## src/design/dilp_pkg.sv

```systemverilog
`timescale 1ns / 1ps
// ----------------------------------------------------------------------------
// dilp_pkg
// Shared types for the delimited integer list parser: request payloads,
// result kinds, parser states, range settings and character codes.
// ----------------------------------------------------------------------------
package dilp_pkg;

    localparam int CHAR_W   = 8;
    localparam int NUMBER_W = 32;
    localparam int MODE_W   = 2;

    // range check settings
    localparam logic [MODE_W-1:0] MODE_INT32 = 2'd0;
    localparam logic [MODE_W-1:0] MODE_UINT8 = 2'd1;
    localparam logic [MODE_W-1:0] MODE_INT8  = 2'd2;
    localparam logic [MODE_W-1:0] MODE_SPARE = 2'd3;

    // text characters the parser cares about
    localparam logic [CHAR_W-1:0] CH_TAB   = 8'h09;
    localparam logic [CHAR_W-1:0] CH_LF    = 8'h0A;
    localparam logic [CHAR_W-1:0] CH_CR    = 8'h0D;
    localparam logic [CHAR_W-1:0] CH_SPACE = 8'h20;
    localparam logic [CHAR_W-1:0] CH_PLUS  = 8'h2B;
    localparam logic [CHAR_W-1:0] CH_COMMA = 8'h2C;
    localparam logic [CHAR_W-1:0] CH_MINUS = 8'h2D;
    localparam logic [CHAR_W-1:0] CH_ZERO  = 8'h30;
    localparam logic [CHAR_W-1:0] CH_NINE  = 8'h39;

    // result kinds
    typedef enum logic [2:0] {
        KIND_NUMBER    = 3'd0,
        KIND_END_OK    = 3'd1,
        KIND_END_EMPTY = 3'd2,
        KIND_SYNTAX    = 3'd3,
        KIND_RANGE     = 3'd4
    } kind_t;

    // parser states
    typedef enum logic [2:0] {
        PM_BEFORE  = 3'd0,
        PM_COMMA   = 3'd1,
        PM_SIGN    = 3'd2,
        PM_DIGITS  = 3'd3,
        PM_DISCARD = 3'd4
    } pm_t;

    typedef struct packed {
        logic [CHAR_W-1:0] char_code;
        logic              has_char;
        logic              end_of_text;
    } in_item_t;

    typedef struct packed {
        kind_t                      kind;
        logic signed [NUMBER_W-1:0] number;
        logic                       last;
    } out_item_t;

endpackage

```

## src/design/delimited_integer_list_parser.sv

```systemverilog
`timescale 1ns / 1ps
// ----------------------------------------------------------------------------
// delimited_integer_list_parser
// Parses a character stream into signed decimal integers with range check.
// ----------------------------------------------------------------------------
// Results of a character are written into the result queue when its request is
// accepted and read out on m_ in order. Takes one character per cycle while the
// queue has room for two results; an item giving two results is absorbed by a four-entry result queue.
// Reset (synchronous, aresetn low): parser state cleared, range_mode back to
// signed full width, result queue emptied.
module delimited_integer_list_parser #(
    parameter int VALUE_WIDTH = 32
) (
    input  logic                       aclk,
    input  logic                       aresetn,
    input  logic                       cfg_we,
    input  logic [dilp_pkg::MODE_W-1:0] cfg_wdata,
    input  logic                       s_valid,
    output logic                       s_ready,
    input  dilp_pkg::in_item_t         s_item,
    output logic                       m_valid,
    input  logic                       m_ready,
    output dilp_pkg::out_item_t        m_result
);
    import dilp_pkg::*;

    localparam int MAG_W = VALUE_WIDTH + 1;
    localparam int EXT_W = (MAG_W > NUMBER_W) ? MAG_W : NUMBER_W;
    localparam logic [MAG_W-1:0] NEG_MAX_FULL = MAG_W'(1) << (VALUE_WIDTH - 1);
    localparam logic [MAG_W-1:0] POS_MAX_FULL = NEG_MAX_FULL - MAG_W'(1);
    localparam logic [MAG_W-1:0] MAG_CAP = NEG_MAX_FULL + MAG_W'(256);

    localparam int FIFO_DEPTH = 4;
    localparam int PTR_W = $clog2(FIFO_DEPTH);
    localparam int CNT_W = $clog2(FIFO_DEPTH + 1);

    logic [MODE_W-1:0] range_mode_reg;
    pm_t               mode_reg, mode_next;
    logic [MAG_W-1:0]  mag_reg, mag_next;
    logic              neg_reg, neg_next;
    logic              seen_reg, seen_next;

    out_item_t         res [2];
    logic [1:0]        nres;

    out_item_t         fifo_mem [FIFO_DEPTH];
    logic [PTR_W-1:0]  wr_ptr_reg, rd_ptr_reg;
    logic [CNT_W-1:0]  count_reg;

    logic              accept, pop;
    logic [CHAR_W-1:0] c;
    logic              c_space, c_digit, c_comma, c_sign;
    logic [MAG_W+3:0]  mag_x10;
    logic [MAG_W-1:0]  bound;
    logic              over;
    logic              syn, fin_char;
    logic [EXT_W-1:0]  mag_ext, num_ext;

    assign accept = s_valid && s_ready;
    assign pop    = m_valid && m_ready;

    // character classes
    assign c       = s_item.char_code;
    assign c_space = (c == CH_SPACE) || (c == CH_TAB) || (c == CH_LF) || (c == CH_CR);
    assign c_digit = (c >= CH_ZERO) && (c <= CH_NINE);
    assign c_comma = (c == CH_COMMA);
    assign c_sign  = (c == CH_PLUS) || (c == CH_MINUS);

    // accumulate one digit: mag * 10 + d, never overflows at this width
    assign mag_x10 = ({4'b0, mag_reg} << 3) + ({4'b0, mag_reg} << 1)
                   + {{MAG_W{1'b0}}, c[3:0]};

    // range configuration register
    always_ff @(posedge aclk) begin
        if (!aresetn) begin
            range_mode_reg <= '0;
        end else if (cfg_we) begin
            range_mode_reg <= cfg_wdata;
        end
    end

    // parse one request: character phase, then end-of-text phase
    always_comb begin
        mode_next = mode_reg;
        mag_next  = mag_reg;
        neg_next  = neg_reg;
        seen_next = seen_reg;
        syn       = 1'b0;
        fin_char  = 1'b0;
        nres      = '0;
        res[0]    = '0;
        res[1]    = '0;

        if (s_item.has_char) begin
            case (mode_reg)
                PM_BEFORE, PM_COMMA: begin
                    if (c_space) begin
                        mode_next = mode_reg;
                    end else if (c_comma) begin
                        if (mode_reg == PM_COMMA) begin
                            syn = 1'b1;
                        end else begin
                            mode_next = PM_COMMA;
                        end
                    end else if (c_digit) begin
                        mode_next = PM_DIGITS;
                        mag_next  = MAG_W'(c[3:0]);
                        neg_next  = 1'b0;
                    end else if (c_sign) begin
                        mode_next = PM_SIGN;
                        mag_next  = '0;
                        neg_next  = (c == CH_MINUS);
                    end else begin
                        syn = 1'b1;
                    end
                end
                PM_SIGN: begin
                    if (c_digit) begin
                        mode_next = PM_DIGITS;
                        mag_next  = MAG_W'(c[3:0]);
                    end else begin
                        syn = 1'b1;
                    end
                end
                PM_DIGITS: begin
                    if (c_digit) begin
                        mag_next = (mag_x10 > {4'b0, MAG_CAP}) ? MAG_CAP
                                                               : mag_x10[MAG_W-1:0];
                    end else if (c_space || c_comma) begin
                        fin_char = 1'b1;
                    end else begin
                        syn = 1'b1;
                    end
                end
                default: begin
                    mode_next = PM_DISCARD;
                end
            endcase
        end

        // range bound for the sign in hand
        case (range_mode_reg)
            MODE_UINT8: bound = neg_next ? MAG_W'(0) : MAG_W'(255);
            MODE_INT8:  bound = neg_next ? MAG_W'(128) : MAG_W'(127);
            default:    bound = neg_next ? NEG_MAX_FULL : POS_MAX_FULL;
        endcase
        over = (mag_next > bound);

        // signed value, low bits of two's complement
        mag_ext = EXT_W'(mag_next);
        num_ext = neg_next ? (-mag_ext) : mag_ext;

        // number closed by a delimiter, or syntax error
        if (syn) begin
            res[0]    = '{kind: KIND_SYNTAX, number: '0, last: 1'b1};
            nres      = 2'd1;
            mode_next = PM_DISCARD;
        end else if (fin_char) begin
            if (over) begin
                res[0]    = '{kind: KIND_RANGE, number: '0, last: 1'b1};
                mode_next = PM_DISCARD;
            end else begin
                res[0]    = '{kind: KIND_NUMBER, number: signed'(num_ext[NUMBER_W-1:0]),
                              last: 1'b0};
                seen_next = 1'b1;
                mag_next  = '0;
                neg_next  = 1'b0;
                mode_next = c_comma ? PM_COMMA : PM_BEFORE;
            end
            nres = 2'd1;
        end

        // end of text
        if (s_item.end_of_text) begin
            case (mode_next)
                PM_BEFORE, PM_COMMA: begin
                    res[nres[0]] = '{kind: seen_next ? KIND_END_OK : KIND_END_EMPTY,
                                     number: '0, last: 1'b1};
                    nres = nres + 2'd1;
                end
                PM_SIGN: begin
                    res[nres[0]] = '{kind: KIND_SYNTAX, number: '0, last: 1'b1};
                    nres = nres + 2'd1;
                end
                PM_DIGITS: begin
                    if (over) begin
                        res[0] = '{kind: KIND_RANGE, number: '0, last: 1'b1};
                        nres   = 2'd1;
                    end else begin
                        res[0] = '{kind: KIND_NUMBER,
                                   number: signed'(num_ext[NUMBER_W-1:0]), last: 1'b0};
                        res[1] = '{kind: KIND_END_OK, number: '0, last: 1'b1};
                        nres   = 2'd2;
                    end
                end
                default: begin
                    nres = nres;
                end
            endcase
            mode_next = PM_BEFORE;
            mag_next  = '0;
            neg_next  = 1'b0;
            seen_next = 1'b0;
        end
    end

    // parser state register
    always_ff @(posedge aclk) begin
        if (!aresetn) begin
            mode_reg <= PM_BEFORE;
            mag_reg  <= '0;
            neg_reg  <= 1'b0;
            seen_reg <= 1'b0;
        end else if (accept) begin
            mode_reg <= mode_next;
            mag_reg  <= mag_next;
            neg_reg  <= neg_next;
            seen_reg <= seen_next;
        end
    end

    // result queue storage
    always_ff @(posedge aclk) begin
        if (accept && (nres != 2'd0)) begin
            fifo_mem[wr_ptr_reg] <= res[0];
        end
        if (accept && (nres == 2'd2)) begin
            fifo_mem[wr_ptr_reg + PTR_W'(1)] <= res[1];
        end
    end

    // result queue pointers and fill count
    always_ff @(posedge aclk) begin
        if (!aresetn) begin
            wr_ptr_reg <= '0;
            rd_ptr_reg <= '0;
            count_reg  <= '0;
        end else begin
            if (accept) begin
                wr_ptr_reg <= wr_ptr_reg + PTR_W'(nres);
            end
            if (pop) begin
                rd_ptr_reg <= rd_ptr_reg + PTR_W'(1);
            end
            count_reg <= count_reg + (accept ? CNT_W'(nres) : CNT_W'(0))
                         - (pop ? CNT_W'(1) : CNT_W'(0));
        end
    end

    // room for two results keeps the input open
    assign s_ready  = (count_reg <= CNT_W'(FIFO_DEPTH - 2));
    assign m_valid  = (count_reg != '0);
    assign m_result = fifo_mem[rd_ptr_reg];

endmodule

```

## config.mk

```make
export PLATFORM = sky130hd
export DESIGN_NAME = delimited_integer_list_parser
export DESIGN_NICKNAME = d
export VERILOG_FILES = /design/src/design/dilp_pkg.sv /design/src/design/delimited_integer_list_parser.sv
export SDC_FILE = /design/constraint.sdc
export NUM_CORES = 1
export LEC_CHECK = 0
export BUFFER_PORTS_ARGS = -buffer_cell sky130_fd_sc_hd__clkbuf_2
export CORE_UTILIZATION = 38
export CTS_BUF_LIST = sky130_fd_sc_hd__clkbuf_4
export CTS_CLUSTER_SIZE = 24
export DETAILED_ROUTE_END_ITERATION = 6
export MAX_ROUTING_LAYER = met4
export PLACE_DENSITY = 0.55
export SYNTH_ARGS = -nofsm -noshare
export SYNTH_HDL_FRONTEND = slang
export SYNTH_SLANG_ARGS = --single-unit
```

## constraint.sdc

```tcl
create_clock -name aclk -period 18.8 [get_ports aclk]
set_input_delay 2.82 -clock aclk [delete_from_list [all_inputs] [get_ports aclk]]
set_output_delay 2.82 -clock aclk [all_outputs]
set_load 0.05 [all_outputs]
```

* Yosys cells after proc, flatten, opt, wreduce, memory -nomap -nowiden
Memories as Yosys holds them, arrays and structs flattened. A register that Yosys moved wholly into a read port is not among the register bits. Index checks and enable logic that the tools add are counted.
Operators by class: add/sub/neg operators 9, multiply operators 0, divide/modulo/power cells 0, $lt $le $gt $ge 7, eq/ne operators 16, shift operators 0, multiplexer cells 82, bitwise gates (word level) 4, reductions and logical operators 18
Operator list (count):
- 33-bit two-way mux | 12
- 72-bit case mux with 3 select lines | 1
- 36-bit two-way mux | 4
- 33-bit case mux with 3 select lines | 1
- 72-bit bitwise mux | 1
- 72-bit two-way mux | 1
- 66-bit bitwise AND | 1
- 66-bit inverter | 1
- 32-bit two-way mux | 2
- 32-bit case mux with 2 select lines | 1
- 36-bit by 34-bit adder with 37-bit output | 1
- 37-bit by 4-bit adder with 37-bit output | 1
- 37-bit by 32-bit > comparator with 1-bit output (second input constant) | 1
- 36-bit demux with 1-bit select | 1
- 1-bit two-way mux | 35
- 34-bit two-way mux | 1
- 33-bit by 32-bit > comparator with 1-bit output | 1
- 3-bit two-way mux | 11
- 8-bit by 6-bit == test with 1-bit output (second input constant) | 4
- 32-bit negator | 1
- 8-bit by 4-bit == test with 1-bit output (second input constant) | 3
- 8-bit two-way mux | 2
- 3-bit by 2-bit == test with 1-bit output (second input constant) | 4
- 2-bit two-way mux | 6
- 24 further kinds | 39
Word-level totals: register bits 47, bits in latches 0, bits in writable memories 144, ROM bits 0, memories kept 1
Memory list:
- fifo_mem | words 4, bits a word 36, rd ports 1, clocked after memory_dff 1, wr ports 2, line delimited_integer_list_parser.sv:46 | out_item_t fifo_mem [FIFO_DEPTH];

* Logic depth before layout (Yosys ltp)
depth in word-level cells 22, gate-level depth with buffers 37, gate-level depth less buffers 35

* Least setup slack after synthesis
Ideal clock, no wire load.
path kind input -> register, from in s_item[5] (netlist bit), to mem fifo_mem[1][0] (netlist bit) (enable), library setup time 429 ps, data arrival time 9826 ps, data required time 18371 ps, path slack 8545 ps, stages 29, path through inv_1 > fa_1 > inv_1 > ha_1 > a211oi_2 > o21ai_4 > and4_1 > nor3_1 > o22ai_1 > nor4_4 > and4_1 > a31oi_4 > nor3_1 > buf_2 > buf_4 > a22oi_1 > inv_1 > ha_1 > a21o_1 > a21o_1 > a211oi_1 > o21ai_0 > a211o_1 > o21ai_0 > nand2_1 > nor2_1 > nand2_1 > o21a_1 > nor2_1
RTL lines:
- from (decl) | line delimited_integer_list_parser.sv:20 | input dilp_pkg::in_item_t s_item,
- to (decl) | line delimited_integer_list_parser.sv:46

==> flow_summary.ini <==
[cts]
root_buffer = clkbuf_4
cts_made_buffers = 17
clock_sinks = 193
path_clk_slew_ns = 0.15
cts_tree = yes
cts_setup_buffers = 0
cts_buffer_depth = 2
cts_max_level = 4
clk_latency_ns = 0.63
cts_hold_buf = 0
ctsResizeCount = 0

[power_and_ir_drop]
cellPowerDensity_mw_per_mm2 = 70.90
p_leak_nw = 5.672
power_mw = 1.053
ir_worst_vdd_uv = 55.28

[timing]
fin_tns_setup_ns = 0
finalHoldViolCount = 0
rsz0062_at_grt = no
fin_skew_ns = 0.02820
setup_slack_ns = 8.310
setup_violations = 0
layout_min_cycle_time_ns = 10.49
fmax_mhz = 95.33
slew_headroom_pct = 28.11
post-route-period-util_pct = 55.80
slew_violations = 0
worst_slew_pin_slew_ns = 1.069

[finish]
largest_reg_flops = 144
n_fill_cell = 3571
syn2layout_area_growth_pct = 6.915
finish.utilization_pct = 41.57
drive_above_1_share_pct = 13.87
fin_nets = 1553

[logic_synthesis]
ys_seq_area_share_pct = 38.17
async_flop_share_pct = 0
synth_edf_count = 144
synthesis.area_sq_mm = 0.01390
synth_warnings = 0
synth.area.top_cells = edfxtp_1, ha_1, dfxtp_1
ys_types = 98
synth_cells = 1421
syn_avg_cell_area_sq_um = 9.780
synth_top_cell_area_share_pct = 31.12
ys_seq_elements = 193
synth.most_common_cell = nor2_1
synth_common_cells = nor2_1, edfxtp_1, ha_1, nand2_1, o21ai_0
synth.largest_area_cell = edfxtp_1
ys.flop_type = edfxtp_1
synthesis.nets = 1545

[die]
start_util_pct = 38.88
fp.coreArea_sq_mm = 0.03574
die_area_sq_mm = 0.03734
die_x_um = 193.2
num_io_pins = 55
rows = 69
dieHeight_um = 193.2

[critical_path]
worst_r2r_endpoint = fifo_mem[3][23]
worstReg2RegStart = mag_reg[16]
worstPathRequired_ns = 19.10
arrival_ns = 10.79
timing.reg2reg.setup_slack_ns = 10.08
criticalPathCategory = primary input to register
end_kind = register
worstRegToRegCells = 27
crit_path_max_fanout = 21
cp-start-kind = primary input
max_stage_delay_ns = 0.59
slowest_stage = fa_1

[place]
place_ws_ns = 7.741
gp_congestion = 0.9297
hpwl_mm = 30.43
numPortBuffers = 54

[global_route]
grt_overflow = 0
grt_max_degree = 50
antenna_found_initial = 2
grt_pass1_wl_mm = 63.76
grt_pass1_vias = 10970
grt_usage_pct = 22.58

[min_path]
holdPathEnd = seen_reg
hold_path_depth = 2
hold_class = register to register
hp-start = seen_reg

[status]
violations = design-rule violations
status = complete, but fails checks

[drt]
detail-route-antenna-nets = 0
first_pass_iters = 7
drc = 10
drt_iter0_drc = 946
viasPerCell = 6.010
drt-wirelength-per-cell_um = 21.65
routed_wl_mm = 41.27
vias = 11460

[flow_run]
drv_cap = 0
-- metrics by stage --
step,cells,instance area (sq um),hold WS (ns)
after global routing,1905,14860,0.5093
after global placement,1871,14570,0.4566
final,1906,14860,0.4931
after floorplan,1421,13900,0.4374
after CTS,1903,14850,0.4983
after detailed placement,1871,14570,0.4615
-- kinds of logic (layout without fill, tap and decap cells) --
| logic type | count (synthesis) | count (layout) | share of synthesized area, % |
|---|---|---|---|
| AND/OR/NAND/NOR | 522 | 522 | 18.62 |
| multiplexers | 43 | 43 | 6.356 |
| XOR/XNOR | 46 | 46 | 2.953 |
| adder cells (fa/ha/maj) | 107 | 107 | 9.796 |
| other | 0 | 3 | 0 |
| AO/OA/AOI/OAI | 387 | 387 | 20.42 |
| flip-flops | 193 | 193 | 38.17 |
| buffers and inverters | 123 | 144 | 3.682 |
-- power breakdown --
| part | internal [mW] | switching (mW) | total (mW) |
|---|---|---|---|
| Combinational | 0.101 | 0.234 | 0.334 |
| Sequential | 0.482 | 0.0104 | 0.492 |
| Clock | 0.0818 | 0.145 | 0.227 |
| Total | 0.664 | 0.389 | 1.05 |
-- worst max-delay path: cells and delay by family --
kind / cells / cell delay (ns)
and+or+nand+nor: 13 / 3.33
muxes: 1 / 0.32
xor gates and xnor gates: 1 / 0.18
adders and majority gates: 3 / 1.11
buffers and inverters: 4 / 0.70
AOI/OAI and AO/OA: 8 / 2.31
-- worst max-delay path by stage --
stage                            to  slack (ns)  startpoint  depth (start not counted)
floorplan            fifo_mem[1][0]        8.55   s_item[5]                         29
global placement    fifo_mem[3][26]        7.92   s_item[5]                         30
detailed placement  fifo_mem[3][26]        7.74   s_item[5]                         30
CTS                 fifo_mem[3][23]        8.42   s_item[5]                         30
global route        fifo_mem[3][23]        7.82   s_item[4]                         30
finish              fifo_mem[3][23]        8.31   s_item[5]                         30
-- metal layers --
layer,up-vias,share of wire (%),global-route usage [%]
li1,5408,-,-
met1,5646,48,31.31
met4,0,2.3,7.022
met2,342,45,34.29
met3,59,4.7,2.894
met5,-,0,-
-- layout make-up --
class | count | area, sq um | share of cell area (%)
multi-input combinational | 1105 | 8135 | 54.75
sequential | 193 | 5306 | 35.71
tap | 461 | 576.8 | 3.882
timing repair buffer | 71 | 397.9 | 2.678
inverter | 41 | 153.9 | 1.036
clock buffer | 19 | 142.6 | 0.9600
clock inverter | 13 | 137.6 | 0.9263
antenna | 3 | 7.507 | 0.05053
-- layout by cell type (no fill, tap or decap), types with 17 or more instances in the layout --
master,Yosys,final
dfxtp_1,49,48
inv_1,41,41
xor2_1,23,23
clkbuf_4,0,19
a22oi_1,36,36
nor3_1,25,24
and2_1,22,22
nor2_1,191,189
clkbuf_2,0,54
a21o_1,25,25
ha_1,104,104
edfxtp_1,144,144
mux4_2,36,36
a21oi_1,68,68
nand4_1,35,35
buf_4,4,17
nand2_1,104,104
xnor2_1,22,22
nand3_1,22,22
nor2b_1,42,42
o21ai_0,73,72
Note: power is estimated with default switching activity, not from simulation.
